$ cat src/sv/mie_pkg.sv
`timescale 1ns / 1ps
// ----------------------------------------------------------------------------
// mie_pkg - shared types for the modular inverse block
// Operation codes of the shared arithmetic unit and the status bundle that
// the sequencer reports to the top level.
// ----------------------------------------------------------------------------
package mie_pkg;

  // operation of the coefficient lane of the shared unit
  typedef enum logic {
    COEF_SUB = 1'b0,
    COEF_ADD = 1'b1
  } coef_op_t;

  // sequencer status seen by the top level
  typedef struct packed {
    logic busy;
    logic res_valid;
  } core_stat_t;

endpackage

$ cat src/sv/mie_alu.sv
`timescale 1ns / 1ps
// ----------------------------------------------------------------------------
// mie_alu - shared compare / subtract unit
// One unsigned remainder lane (difference and greater-or-equal flag) and one
// signed coefficient lane (add or subtract), used by every arithmetic step of the
// sequencer.
// ----------------------------------------------------------------------------
module mie_alu #(
  parameter int DATA_WIDTH = 32
) (
  input  logic [DATA_WIDTH:0]        a,
  input  logic [DATA_WIDTH:0]        b,
  input  logic signed [DATA_WIDTH:0] ca,
  input  logic signed [DATA_WIDTH:0] cb,
  input  mie_pkg::coef_op_t          cop,
  output logic [DATA_WIDTH:0]        diff,
  output logic                       ge,
  output logic signed [DATA_WIDTH:0] cres
);

  assign diff = a - b;
  assign ge   = (a >= b);

  always_comb begin
    case (cop)
      mie_pkg::COEF_ADD: cres = ca + cb;
      mie_pkg::COEF_SUB: cres = ca - cb;
      default:           cres = ca - cb;
    endcase
  end

endmodule

$ cat src/sv/mie_core.sv
`timescale 1ns / 1ps
// ----------------------------------------------------------------------------
// mie_core - extended Euclid sequencer
// Reduces the input modulo p, then runs remainder / coefficient updates by
// shift-and-subtract division on the shared unit until the remainder is zero.
// ----------------------------------------------------------------------------
module mie_core #(
  parameter int DATA_WIDTH = 32
) (
  input  logic                    clk,
  input  logic                    rst_n,
  input  logic                    start,
  input  logic [DATA_WIDTH-1:0]   value,
  input  logic [DATA_WIDTH-2:0]   modulus,
  input  logic                    res_take,
  output mie_pkg::core_stat_t     stat,
  output logic [DATA_WIDTH-2:0]   result
);

  localparam int W  = DATA_WIDTH;
  localparam int KW = $clog2(DATA_WIDTH);

  typedef enum logic [2:0] {
    ST_IDLE,
    ST_ABS,
    ST_ALIGN,
    ST_SUB,
    ST_RFIX,
    ST_STEP,
    ST_FIN,
    ST_DONE
  } state_t;

  state_t               state_r;
  logic [W-1:0]         r0_r;
  logic [W-1:0]         r1_r;
  logic [W:0]           d_r;
  logic signed [W:0]    c0_r;
  logic signed [W:0]    c1_r;
  logic signed [W:0]    e_r;
  logic [KW-1:0]        k_r;
  logic [W-2:0]         p_r;
  logic                 neg_r;
  logic                 red_r;

  logic [W:0]           alu_a;
  logic [W:0]           alu_b;
  logic signed [W:0]    alu_ca;
  logic signed [W:0]    alu_cb;
  mie_pkg::coef_op_t    alu_cop;
  logic [W:0]           alu_diff;
  logic                 alu_ge;
  logic signed [W:0]    alu_cres;
  logic [W-1:0]         rem;

  always_comb begin
    alu_a   = {1'b0, r0_r};
    alu_b   = d_r;
    alu_ca  = c0_r;
    alu_cb  = e_r;
    alu_cop = mie_pkg::COEF_SUB;
    case (state_r)
      ST_ABS: begin
        alu_a = '0;
        alu_b = {1'b0, r0_r};
      end
      ST_ALIGN: begin
        alu_b = {d_r[W-1:0], 1'b0};
      end
      ST_RFIX: begin
        alu_a = {2'b00, p_r};
        alu_b = {1'b0, r0_r};
      end
      ST_FIN: begin
        alu_cb  = $signed({2'b00, p_r});
        alu_cop = mie_pkg::COEF_ADD;
      end
      default: begin
        alu_a = {1'b0, r0_r};
      end
    endcase
  end

  mie_alu #(
    .DATA_WIDTH(DATA_WIDTH)
  ) u_alu (
    .a    (alu_a),
    .b    (alu_b),
    .ca   (alu_ca),
    .cb   (alu_cb),
    .cop  (alu_cop),
    .diff (alu_diff),
    .ge   (alu_ge),
    .cres (alu_cres)
  );

  // truncating remainder of a negative value: fold back into [0,p)
  assign rem = (neg_r && (r0_r != '0)) ? alu_diff[W-1:0] : r0_r;

  always_ff @(posedge clk) begin
    if (!rst_n) begin
      state_r <= ST_IDLE;
    end else begin
      case (state_r)
        ST_IDLE: begin
          if (start) begin
            p_r   <= modulus;
            r0_r  <= value;
            neg_r <= value[W-1];
            d_r   <= {2'b00, modulus};
            e_r   <= '0;
            c0_r  <= '0;
            k_r   <= '0;
            red_r <= 1'b1;
            state_r <= (modulus == '0) ? ST_FIN : ST_ABS;
          end
        end
        ST_ABS: begin
          if (neg_r) begin
            r0_r <= alu_diff[W-1:0];
          end
          state_r <= ST_ALIGN;
        end
        ST_ALIGN: begin
          // raise divisor while twice it still fits under the remainder
          if (alu_ge) begin
            d_r <= {d_r[W-1:0], 1'b0};
            e_r <= e_r <<< 1;
            k_r <= k_r + 1'b1;
          end else begin
            state_r <= ST_SUB;
          end
        end
        ST_SUB: begin
          if (alu_ge) begin
            r0_r <= alu_diff[W-1:0];
            c0_r <= alu_cres;
          end
          if (k_r == '0) begin
            state_r <= red_r ? ST_RFIX : ST_STEP;
          end else begin
            d_r <= d_r >> 1;
            e_r <= e_r >>> 1;
            k_r <= k_r - 1'b1;
          end
        end
        ST_RFIX: begin
          red_r <= 1'b0;
          r0_r  <= {1'b0, p_r};
          r1_r  <= rem;
          c0_r  <= '0;
          c1_r  <= $signed({{W{1'b0}}, 1'b1});
          d_r   <= {1'b0, rem};
          e_r   <= $signed({{W{1'b0}}, 1'b1});
          k_r   <= '0;
          state_r <= (rem == '0) ? ST_FIN : ST_ALIGN;
        end
        ST_STEP: begin
          // swap: old r1 becomes r0, the new remainder becomes r1
          r0_r <= r1_r;
          r1_r <= r0_r;
          c0_r <= c1_r;
          c1_r <= c0_r;
          d_r  <= {1'b0, r0_r};
          e_r  <= c0_r;
          k_r  <= '0;
          state_r <= (r0_r == '0) ? ST_FIN : ST_ALIGN;
        end
        ST_FIN: begin
          if (c0_r[W]) begin
            c0_r <= alu_cres;
          end
          state_r <= ST_DONE;
        end
        ST_DONE: begin
          if (res_take) begin
            state_r <= ST_IDLE;
          end
        end
        default: begin
          state_r <= ST_IDLE;
        end
      endcase
    end
  end

  assign stat.busy      = (state_r != ST_IDLE);
  assign stat.res_valid = (state_r == ST_DONE);
  assign result         = c0_r[W-2:0];

endmodule

$ cat src/sv/modular_inverse_ext_euclid_top.sv
`timescale 1ns / 1ps
// ----------------------------------------------------------------------------
// modular_inverse_ext_euclid_top - modular inverse by extended Euclid
// Returns the inverse of a signed value modulo the configured modulus.
// ----------------------------------------------------------------------------
// One item at a time: in_stall is high from acceptance until the result has
// moved into the output register. All work runs on one shared compare /
// subtract unit by shift-and-subtract division. The input is first reduced
// modulo p by dividing |value| by p, then each Euclid step divides by the
// current remainder, and a final step folds a negative coefficient into
// [0,p). The result waits in an output register, so the next item is taken
// while it stalls. Modulus 0 or 1 and inputs congruent to zero give 0.
// ----------------------------------------------------------------------------
module modular_inverse_ext_euclid_top #(
  parameter int DATA_WIDTH = 32
) (
  input  logic                  clk,
  input  logic                  rst_n,
  input  logic                  cfg_wr_en,
  input  logic [DATA_WIDTH-2:0] cfg_wr_data,
  input  logic                  in_valid,
  output logic                  in_stall,
  input  logic [DATA_WIDTH-1:0] in_value,
  output logic                  out_valid,
  input  logic                  out_stall,
  output logic [DATA_WIDTH-2:0] out_inverse
);

  logic [DATA_WIDTH-2:0] mod_r;
  logic                  out_valid_r;
  logic [DATA_WIDTH-2:0] out_inverse_r;
  mie_pkg::core_stat_t   stat;
  logic [DATA_WIDTH-2:0] core_result;
  logic                  start;
  logic                  res_take;

  always_ff @(posedge clk) begin
    if (!rst_n) begin
      mod_r <= {{(DATA_WIDTH-3){1'b0}}, 2'b10};
    end else if (cfg_wr_en) begin
      mod_r <= cfg_wr_data;
    end
  end

  assign in_stall = stat.busy;
  assign start    = in_valid && !stat.busy;
  // move the result on when the output register is empty or being emptied
  assign res_take = stat.res_valid && (!out_valid_r || !out_stall);

  mie_core #(
    .DATA_WIDTH(DATA_WIDTH)
  ) u_core (
    .clk      (clk),
    .rst_n    (rst_n),
    .start    (start),
    .value    (in_value),
    .modulus  (mod_r),
    .res_take (res_take),
    .stat     (stat),
    .result   (core_result)
  );

  always_ff @(posedge clk) begin
    if (!rst_n) begin
      out_valid_r <= 1'b0;
    end else if (res_take) begin
      out_valid_r <= 1'b1;
    end else if (!out_stall) begin
      out_valid_r <= 1'b0;
    end
  end

  always_ff @(posedge clk) begin
    if (res_take) begin
      out_inverse_r <= core_result;
    end
  end

  assign out_valid   = out_valid_r;
  assign out_inverse = out_inverse_r;

  a_busy_after_accept: assert property (@(posedge clk) disable iff (!rst_n)
    start |=> in_stall)
    else $error("sequencer not busy after an accepted item");

  a_result_held: assert property (@(posedge clk) disable iff (!rst_n)
    stat.res_valid && !res_take |=> stat.res_valid)
    else $error("finished result dropped before it was moved");

  a_take_fills_output: assert property (@(posedge clk) disable iff (!rst_n)
    res_take |=> out_valid_r && !stat.res_valid)
    else $error("result move did not fill the output register");

endmodule

$ cat config.mk
export PLATFORM = sky130hd
export DESIGN_NAME = modular_inverse_ext_euclid_top
export DESIGN_NICKNAME = d
export VERILOG_FILES = /design/src/sv/mie_pkg.sv /design/src/sv/mie_alu.sv /design/src/sv/mie_core.sv /design/src/sv/modular_inverse_ext_euclid_top.sv
export SDC_FILE = /design/constraint.sdc
export NUM_CORES = 1
export LEC_CHECK = 0
export CORE_UTILIZATION = 35
export CTS_BUF_LIST = sky130_fd_sc_hd__clkbuf_16
export DETAILED_ROUTE_END_ITERATION = 6
export DONT_BUFFER_PORTS = 1
export SYNTH_ARGS = -nofsm -noshare
export SYNTH_HDL_FRONTEND = slang
export SYNTH_SLANG_ARGS = --single-unit
$ cat constraint.sdc
create_clock -name clk -period 8.5 [get_ports clk]
set_input_delay 0.85 -clock clk [delete_from_list [all_inputs] [get_ports clk]]
set_output_delay 0.85 -clock clk [all_outputs]
set_load 0.01 [all_outputs]
==> results of run 1 <==
routing by layer:
layer | vias up | track usage, % | share of wire [%]
met1 | 7895 | 31.0 | 43
met5 | - | 0 | 0.036
met3 | 134 | 4.10 | 7.7
met2 | 730 | 36.7 | 46
met4 | 4 | 8.50 | 3.4
li1 | 7424 | - | -
how the worst min path moves through the flow:
| stage | from | endpoint | slack [ns] | depth (start not counted) |
|---|---|---|---|---|
| 6_report | rst_n | mod_r[1]$_SDFFE_PN1P_ | 0.36 | 1 |
| 5_1_grt | rst_n | mod_r[1]$_SDFFE_PN1P_ | 0.35 | 1 |
| 3_3_place_gp | mod_r[26]$_SDFFE_PN0P_ | u_core.p_r[26]$_DFFE_PP_ | 0.48 | 0 |
| 3_5_place_dp | mod_r[26]$_SDFFE_PN0P_ | u_core.p_r[26]$_DFFE_PP_ | 0.47 | 0 |
| 4_1_cts | rst_n | mod_r[1]$_SDFFE_PN1P_ | 0.34 | 1 |
| 2_1_floorplan | mod_r[1]$_SDFFE_PN1P_ | u_core.p_r[1]$_DFFE_PP_ | 0.45 | 0 |
placed cells by master (no fill, tap or decap), types with 10 or more instances in the layout:
master / n
o221ai_1: 15
a211oi_1: 11
nand4_1: 20
nor3_1: 41
nor2b_1: 11
xor2_1: 40
clkbuf_16: 41
a22oi_1: 60
ha_1: 70
o211ai_1: 12
nor4_1: 23
and2_1: 25
nand3_1: 20
xnor2_1: 42
a22o_1: 62
dfxtp_1: 35
and3_1: 10
buf_4: 29
mux2i_1: 57
mux2_2: 21
nor2_1: 189
a31oi_1: 10
o21a_1: 15
inv_1: 66
edfxtp_1: 265
nand2_1: 221
a222oi_1: 15
nand2b_1: 10
a21oi_1: 210
a221oi_1: 10
o21ai_0: 108
a21o_1: 23
through the flow:
step / instances / util (%)
after floorplan: 1990 / -
after global placement: 2599 / 36.8
after detailed placement: 2599 / 36.8
after CTS: 2663 / 39.1
after global routing: 2663 / 39.1
final: 2663 / 39.1
flip-flops by register name (all words and copies together), names as in the netlist:
register / cells
u_core.e_r: 33
u_core.c1_r: 33
u_core.r1_r: 32
u_core.r0_r: 32
u_core.red_r: 1
u_core.neg_r: 1
mod_r: 31
out_inverse: 31
out_valid: 1
u_core.d_r: 33
u_core.alu_ca: 33
u_core.state_r: 3
u_core.k_r: 5
u_core.p_r: 31
cell type report:
| cell class | instances | area share (%) |
|---|---|---|
| clock buffers | 41 | 4.87 |
| repair buffers | 29 | 1.03 |
| clock inverters | 23 | 1.06 |
| inverters | 67 | 1.19 |
| multi-input cells | 1507 | 46.6 |
| well taps | 696 | 4.13 |
| flip-flops and latches | 300 | 41.1 |
cells by family (layout without fill, tap and decap cells):
group | after synthesis | in the layout | share of synthesized area (%)
compound gates | 643 | 643 | 22.6
fa+ha+maj | 74 | 74 | 4.96
buf+inv | 183 | 160 | 3.79
xor+xnor | 83 | 83 | 3.84
flops | 300 | 300 | 45.3
simple gates | 629 | 629 | 15.3
mux | 78 | 78 | 4.22
==> impl_metrics.tcl, run 1 <==
set metrics [dict create \
    ys_seq_area_share_pct 45.3 \
    vias 16200 \
    chipWidth_um 236 \
    synth_nets 2132 \
    hold_violations 0 \
    vias_per_cell 6.08 \
    crit_slowest_cell "dfxtp_1" \
    critPathArrivalTime_ns 6.36 \
    yosys.area.top_type "edfxtp_1" \
    drcViolationCount 0 \
    ios 101 \
    maxCapViolCount 0 \
    synth_top_area_share_pct 41.7 \
    critPathMaxStageDelay_ns 0.90 \
    critPathRequiredTime_ns 8.66 \
    endpoint "u_core.alu_ca[30]$_DFFE_PP_" \
    antenna_found_initial 3 \
    dp_slack_ns 2.37 \
    cp_common_cell "nand2_1" \
    routabilityCongestion 0.910 \
    finalSetupTns_ns 0 \
    crit_path_end_kind "flip-flop" \
    dp_hpwl_um 45200 \
    outcome "complete, no violations" \
    ys_dominant_reg_cell "edfxtp_1" \
    syn_avg_cell_area_um2 9.60 \
    fin_ws_ns 2.30 \
    hold_buffers 0 \
    tightest_slew_ns 1.15 \
    max_freq_ghz 0.161 \
    syn_to_final_growth_pct 10.3 \
    routed_wl_um 64500 \
    r2r-start "u_core.state_r[2]$_SDFFE_PN0P_" \
    cp_max_fo 32 \
    cts_buffers 36 \
    timing.final.crit_share_pct 72.9 \
    clk_latency_ns 0.55 \
    synth.cell_area_mm2 0.0191 \
    cp_cell_sequence "inv_2, nand2_1, buf_4, a21o_1, buf_4, a22o_1, ha_1, nand2_1, nor2_1, nand4_1, nor3_1, a211oi_4, a21oi_1, a21boi_0, o21ai_0, nand2_1, nor2_4" \
    seq_area_mm2 0.00866 \
    die_h_um 236 \
    drive_above_1_share_pct 8.08 \
    reg2reg_setup_slack_ns 2.30 \
    design_area_mm2 0.0211 \
    cts_buffer_depth 3 \
    post_cts_resized 0 \
    rsz0062_at_grt "false" \
    min_path_type "in2reg" \
    grt_usage_pct 23.0 \
    wl_per_cell_um 24.2 \
    synth_edf_count 265 \
    drtIter0Drc 1744 \
    crit_start "u_core.state_r[2]$_SDFFE_PN0P_" \
    placed_area_mm2 0.0198 \
    multi_input_area_mm2 0.00982 \
    grt_max_degree 82 \
    grt_pass1_vias 15500 \
    slew_violations 0 \
    cts_root_buffer "clkbuf_16" \
    crit_family "simple AND/OR/NAND/NOR gates" \
    rows 85 \
    synth_top_cells_by_count "265 x edfxtp_1, 221 x nand2_1, 213 x a21oi_1, 195 x nor2_1, 108 x o21ai_0" \
    drt_first_pass_iters 5 \
    synth_cell_types 90 \
    cts_sinks 300 \
    critPathBufInv 3 \
    cts_tree "done" \
    nFillCells 5264 \
    period_needed_ns 6.20 \
    worst-path-stages 17 \
    grt_pass1_wl_um 97900 \
    final_nets 2083 \
    synthArstFlopShare_pct 0 \
    yosysWarningCount 0 \
    holdWs_ns 0.363 \
    synth_top_cells_by_area "edfxtp_1 42%, a21oi_1 5.6%, ha_1 4.7%" \
    max_slew_margin_pct 23.6 \
    port_buffers 0 \
    r2r_end "u_core.alu_ca[30]$_DFFE_PP_" \
    start_util_pct 35.4 \
    n_antenna_cell 0 \
    syn_inst 1990 \
    die_area_mm2 0.0555 \
    core_area_mm2 0.0539 \
    postCtsSetupBuffers 0 \
    start_kind "flip-flop" \
    synth_seq_cells 300 \
    clk_pin_slew_ns 0.06 \
    h-tree-depth 2 \
    yosysMostFrequentCell "edfxtp_1" \
    rr_worst_depth 17 \
    crit_type "reg2reg" \
    ant_nets 0 \
    skew_ns 0.0176 \
    setup_viol 0 \
    overflow 0 \
]
Power of run 1 is not shown: default switching activity piles up to over one toggle a cycle in this logic, so the estimate is an artifact.
==> inputs of run 2 (changes only) <==
clock period = 6.1 ns   (was 8.5 ns; I/O delays follow)
==> run 2 against run 1 <==
Via count increased by 0.67%. Non-clock buffer count increased by 22. Routed wire length decreased by 1.1%. Cell area increased by 0.65%. Fmax increased by 15%. Clock-buffer cell count decreased by 2. Final cell count increased by 0.90%. Core utilization increased by 0.25 points. Die area unchanged. Clock skew decreased by 0.00083 ns. Critical path type unchanged. Critical endpoint is now u_core.alu_ca[31]$_DFFE_PP_. Largest cell class unchanged. Highest routed layer unchanged.
==> impl_metrics.tcl, run 2 (same netlist as run 1, synthesis figures left out) <==
set metrics [dict create \
    period_needed_ns 5.41 \
    max_freq_ghz 0.185 \
    timing.final.crit_share_pct 88.6 \
    port_buffers 0 \
    rows 85 \
    critPathMaxStageDelay_ns 0.62 \
    antenna_found_initial 4 \
    cp_cell_sequence "and3b_4, and2_1, a21oi_1, ha_1, o211a_1, and4_1, nand4_1, nor2b_1, nor2b_1, xor2_1, a21oi_1, ha_1, nand2_1, o21ai_0, a211o_1, nand2_1, o21ai_0, nor4b_1, a211o_1" \
    die_area_mm2 0.0555 \
    cts_tree "done" \
    overflow 0 \
    start_util_pct 35.4 \
    routed_wl_um 63800 \
    critPathRequiredTime_ns 6.42 \
    grt_max_degree 80 \
    h-tree-depth 2 \
    final_nets 2105 \
    hold_violations 0 \
    max_slew_margin_pct 23.3 \
    tightest_slew_ns 1.15 \
    routabilityCongestion 0.930 \
    vias 16300 \
    start_kind "flip-flop" \
    fin_ws_ns 0.694 \
    vias_per_cell 6.06 \
    maxCapViolCount 0 \
    min_path_type "in2reg" \
    drcViolationCount 0 \
    grt_pass1_vias 15600 \
    drive_above_1_share_pct 9.15 \
    rsz0062_at_grt "false" \
    slew_violations 0 \
    critPathBufInv 0 \
    grt_pass1_wl_um 97300 \
    clk_latency_ns 0.57 \
    cp_max_fo 22 \
    clk_pin_slew_ns 0.06 \
    cts_sinks 300 \
    hold_buffers 0 \
    wl_per_cell_um 23.7 \
    cts_buffer_depth 3 \
    grt_usage_pct 22.8 \
    final_cell_mix "265 x edfxtp_1, 220 x nand2_1, 210 x a21oi_1, 189 x nor2_1, 108 x o21ai_0" \
    finalSetupTns_ns 0 \
    dp_slack_ns 0.808 \
    skew_ns 0.0168 \
    crit_family "simple AND/OR/NAND/NOR gates" \
    drt_first_pass_iters 6 \
    chipWidth_um 236 \
    crit_slowest_cell "dfxtp_1" \
    cts_root_buffer "clkbuf_16" \
    crit_path_end_kind "flip-flop" \
    dp_hpwl_um 44900 \
    core_area_mm2 0.0539 \
    holdWs_ns 0.115 \
    setup_viol 0 \
    postCtsSetupBuffers 0 \
    critPathArrivalTime_ns 5.73 \
    ios 101 \
    layout_commonest_cell "edfxtp_1" \
    outcome "complete, no violations" \
    syn_to_final_growth_pct 11.0 \
    crit_type "reg2reg" \
    post_cts_resized 0 \
    drtIter0Drc 1714 \
    ant_nets 0 \
    die_h_um 236 \
    cts_buffers 36 \
]
## run 2: worst paths after layout
path	start	endpoint	slack (ns)	depth (start not counted)
worst max-delay path	u_core.state_r[0]$_SDFFE_PN0P_	u_core.alu_ca[31]$_DFFE_PP_	0.69	19
worst min-delay path	rst_n	mod_r[1]$_SDFFE_PN1P_	0.11	1
worst max register to register	u_core.state_r[0]$_SDFFE_PN0P_	u_core.alu_ca[31]$_DFFE_PP_	0.69	19
worst min register to register	mod_r[26]$_SDFFE_PN0P_	u_core.p_r[26]$_DFFE_PP_	0.50	0
## run 2: cell type report
type                    instances  area, um2
diodes                          1       2.50
clock buffers                  39        976
clock inverters                26        169
fillers                      5231      32700
inverters                      67        251
multi-input cells            1507       9820
flip-flops and latches        300       8660
well taps                     696        871
repair buffers                 51        458
## run 2: layer usage
metal  track usage, %  wire, um  vias to the layer above
met5                0        37                        -
met4             8.40      2100                        6
met3             5.62      5990                      145
met2             36.1     29100                      765
met1             30.0     26600                     7909
li1                 -         -                     7471
## run 2: metrics by stage
stage / std cells / area [um2] / util, %
6_report: 2687 / 21200 / 39.3
5_1_grt: 2686 / 21200 / 39.3
4_1_cts: 2686 / 21200 / 39.3
3_5_place_dp: 2621 / 20100 / 37.2
3_3_place_gp: 2621 / 20100 / 37.2
2_1_floorplan: 1990 / 19100 / -
Power of run 2 is left out for the same reason.
==> inputs of run 3 (changes only) <==
ABC_AREA = 1   (was unset)
==> run 3 against run 2 <==
Via count up 14%. Sequential share of layout area down 1.7 points. Fmax down 2.3%. Setup slack worse by 0.13 ns. Clock-buffer cell count up 1.
==> impl_metrics.tcl, run 3 <==
set metrics [dict create \
    synth_seq_cells 300 \
    cp_common_cell "nand2_1" \
    cp_cell_sequence "nor2_4, inv_2, nor2_1, nor2_1, inv_2, nor2_2, buf_4, a221oi_1, ha_1, nand2_1, nor2_1, nand2_1, nor2_1, nand2_1, nand2_1, nand2_1, nand2_1, o211ai_1, nand2_1, nand2_1, a41oi_2, o21a_1, buf_12" \
    synth-simple-area-share_pct 24.6 \
    tightest_slew_ns 1.07 \
    crit_slowest_cell "nor2_2" \
    die_area_mm2 0.0582 \
    clk_latency_ns 0.59 \
    grt_pass1_wl_um 113000 \
    drt_first_pass_iters 6 \
    yosys.area.top_type "edfxtp_1" \
    cts_tree "done" \
    ys_seq_area_share_pct 43.3 \
    h-tree-depth 2 \
    cp_max_fo 32 \
    grt_usage_pct 26.0 \
    rsz0062_at_grt "false" \
    synthAdderAreaFrac_pct 4.74 \
    cts_buffers 37 \
    slew_violations 0 \
    crit_path_end_kind "flip-flop" \
    syn_to_final_growth_pct 10.4 \
    synth_cell_types 65 \
    critPathMaxStageDelay_ns 0.79 \
    max_freq_ghz 0.181 \
    chipWidth_um 241 \
    clk_pin_slew_ns 0.06 \
    layout_commonest_cell "nand2_1" \
    synth_top_area_share_pct 39.8 \
    setup_viol 0 \
    yosysMostFrequentCell "nand2_1" \
    syn_inst 2600 \
    r2r-start "u_core.state_r[2]$_SDFFE_PN0P_" \
    drcViolationCount 0 \
    rows 87 \
    vias_per_cell 5.53 \
    dp_hpwl_um 55600 \
    r2r_end "u_core.alu_ca[27]$_DFFE_PP_" \
    die_h_um 241 \
    vias 18600 \
    grt_pass1_vias 18100 \
    design_area_mm2 0.0221 \
    ios 101 \
    wl_per_cell_um 22.3 \
    skew_ns 0.0366 \
    outcome "complete, no violations" \
    drtIter0Drc 2266 \
    maxCapViolCount 0 \
    whs_endpoint "u_core.neg_r$_DFFE_PP_" \
    finish.utilization_pct 39.1 \
    yosysWarningCount 0 \
    reg2reg_setup_slack_ns 0.57 \
    fin_ws_ns 0.566 \
    postCtsSetupBuffers 0 \
    cts_buffer_depth 3 \
    synth_xor_area_share_pct 1.31 \
    ant_nets 0 \
    synth_compound_area_share_pct 16.5 \
    placed_area_mm2 0.0209 \
    critPathRequiredTime_ns 6.36 \
    synthArstFlopShare_pct 0 \
    timing.final.crit_share_pct 90.7 \
    overflow 0 \
    start_kind "flip-flop" \
    hold_buffers 0 \
    post_cts_resized 0 \
    final_cell_mix "669 x nand2_1, 375 x inv_1, 283 x nor2_1, 265 x edfxtp_1, 155 x o21ai_0" \
    synth_mux_area_share_pct 0.381 \
    holdPathStages 0 \
    routabilityCongestion 0.941 \
    cts_root_buffer "clkbuf_16" \
    final_nets 2716 \
    period_needed_ns 5.53 \
    synth_edf_count 265 \
    synth_nets 2742 \
    core_area_mm2 0.0565 \
    synth.cell_area_mm2 0.0200 \
    start_util_pct 35.4 \
    drive_above_1_share_pct 6.03 \
    syn_avg_cell_area_um2 7.70 \
    synth_top_family_by_area "simple AND/OR/NAND/NOR gates" \
    finalSetupTns_ns 0 \
    synth_top_cells_by_area "edfxtp_1 40%, nand2_1 13%, inv_1 6.9%" \
    hold_violations 0 \
    grt_max_degree 68 \
    port_buffers 0 \
    hp-start "in_value[31]" \
    dp_slack_ns 0.663 \
    min_path_type "in2reg" \
    antenna_found_initial 5 \
    critPathArrivalTime_ns 5.80 \
    synth_top_cells_by_count "669 x nand2_1, 368 x inv_1, 287 x nor2_1, 265 x edfxtp_1, 155 x o21ai_0" \
    cts_sinks 300 \
    crit_type "reg2reg" \
    ys_dominant_reg_cell "edfxtp_1" \
    rr_worst_depth 23 \
    max_slew_margin_pct 28.7 \
    routed_wl_um 74900 \
]
[run 3: how the worst max path moves through the flow]
stage	from	to	slack (ns)	cells after the start
2_1_floorplan	u_core.state_r[1]$_SDFFE_PN0P_	u_core.r0_r[0]$_DFFE_PP_	0.19	24
3_3_place_gp	u_core.state_r[2]$_SDFFE_PN0P_	u_core.state_r[2]$_SDFFE_PN0P_	0.57	26
3_5_place_dp	u_core.state_r[2]$_SDFFE_PN0P_	u_core.state_r[2]$_SDFFE_PN0P_	0.66	26
4_1_cts	u_core.state_r[2]$_SDFFE_PN0P_	u_core.state_r[2]$_SDFFE_PN0P_	0.59	26
5_1_grt	u_core.state_r[2]$_SDFFE_PN0P_	u_core.state_r[2]$_SDFFE_PN0P_	0.21	26
6_report	u_core.state_r[2]$_SDFFE_PN0P_	u_core.alu_ca[27]$_DFFE_PP_	0.57	23
[run 3: cell type report]
class	instances	area, um2
fillers	5785	34400
multi-input cells	1825	9580
flip-flops and latches	300	8660
inverters	380	1430
clock buffers	40	1000
well taps	756	946
repair buffers	30	263
clock inverters	28	218
diodes	3	7.51
[run 3: per-stage QoR]
| step | instances | hold slack, ns |
|---|---|---|
| after floorplan | 2600 | 0.431 |
| after global placement | 3291 | 0.444 |
| after detailed placement | 3291 | 0.447 |
| after CTS | 3359 | 0.105 |
| after global routing | 3359 | 0.102 |
| final | 3362 | 0.128 |
[run 3: per-layer routing]
metal	track usage [%]	wire length (um)	share of wire, %
met4	8.76	2470	3.3
met1	34.5	31800	42
met2	41.5	33800	45
met3	6.04	6750	9.0
met5	0	63	0.084
[run 3: cells by family after synthesis]
logic type,count (synthesis)
AO/OA/AOI/OAI,534
XOR/XNOR,30
multiplexers,6
AND/OR/NAND/NOR,1181
flip-flops,300
adder cells (fa/ha/maj),74
buffers and inverters,475
[run 3: critical path, delay by kind of cell (launching register included)]
family                     cells  cell delay (ns)
buffers and inverters          4             0.80
and+or+nand+nor               14             2.56
DFF                            1             0.62
AOI/OAI and AO/OA              4             0.67
adders and majority gates      1             0.51
Power of run 3 is left out for the same reason.
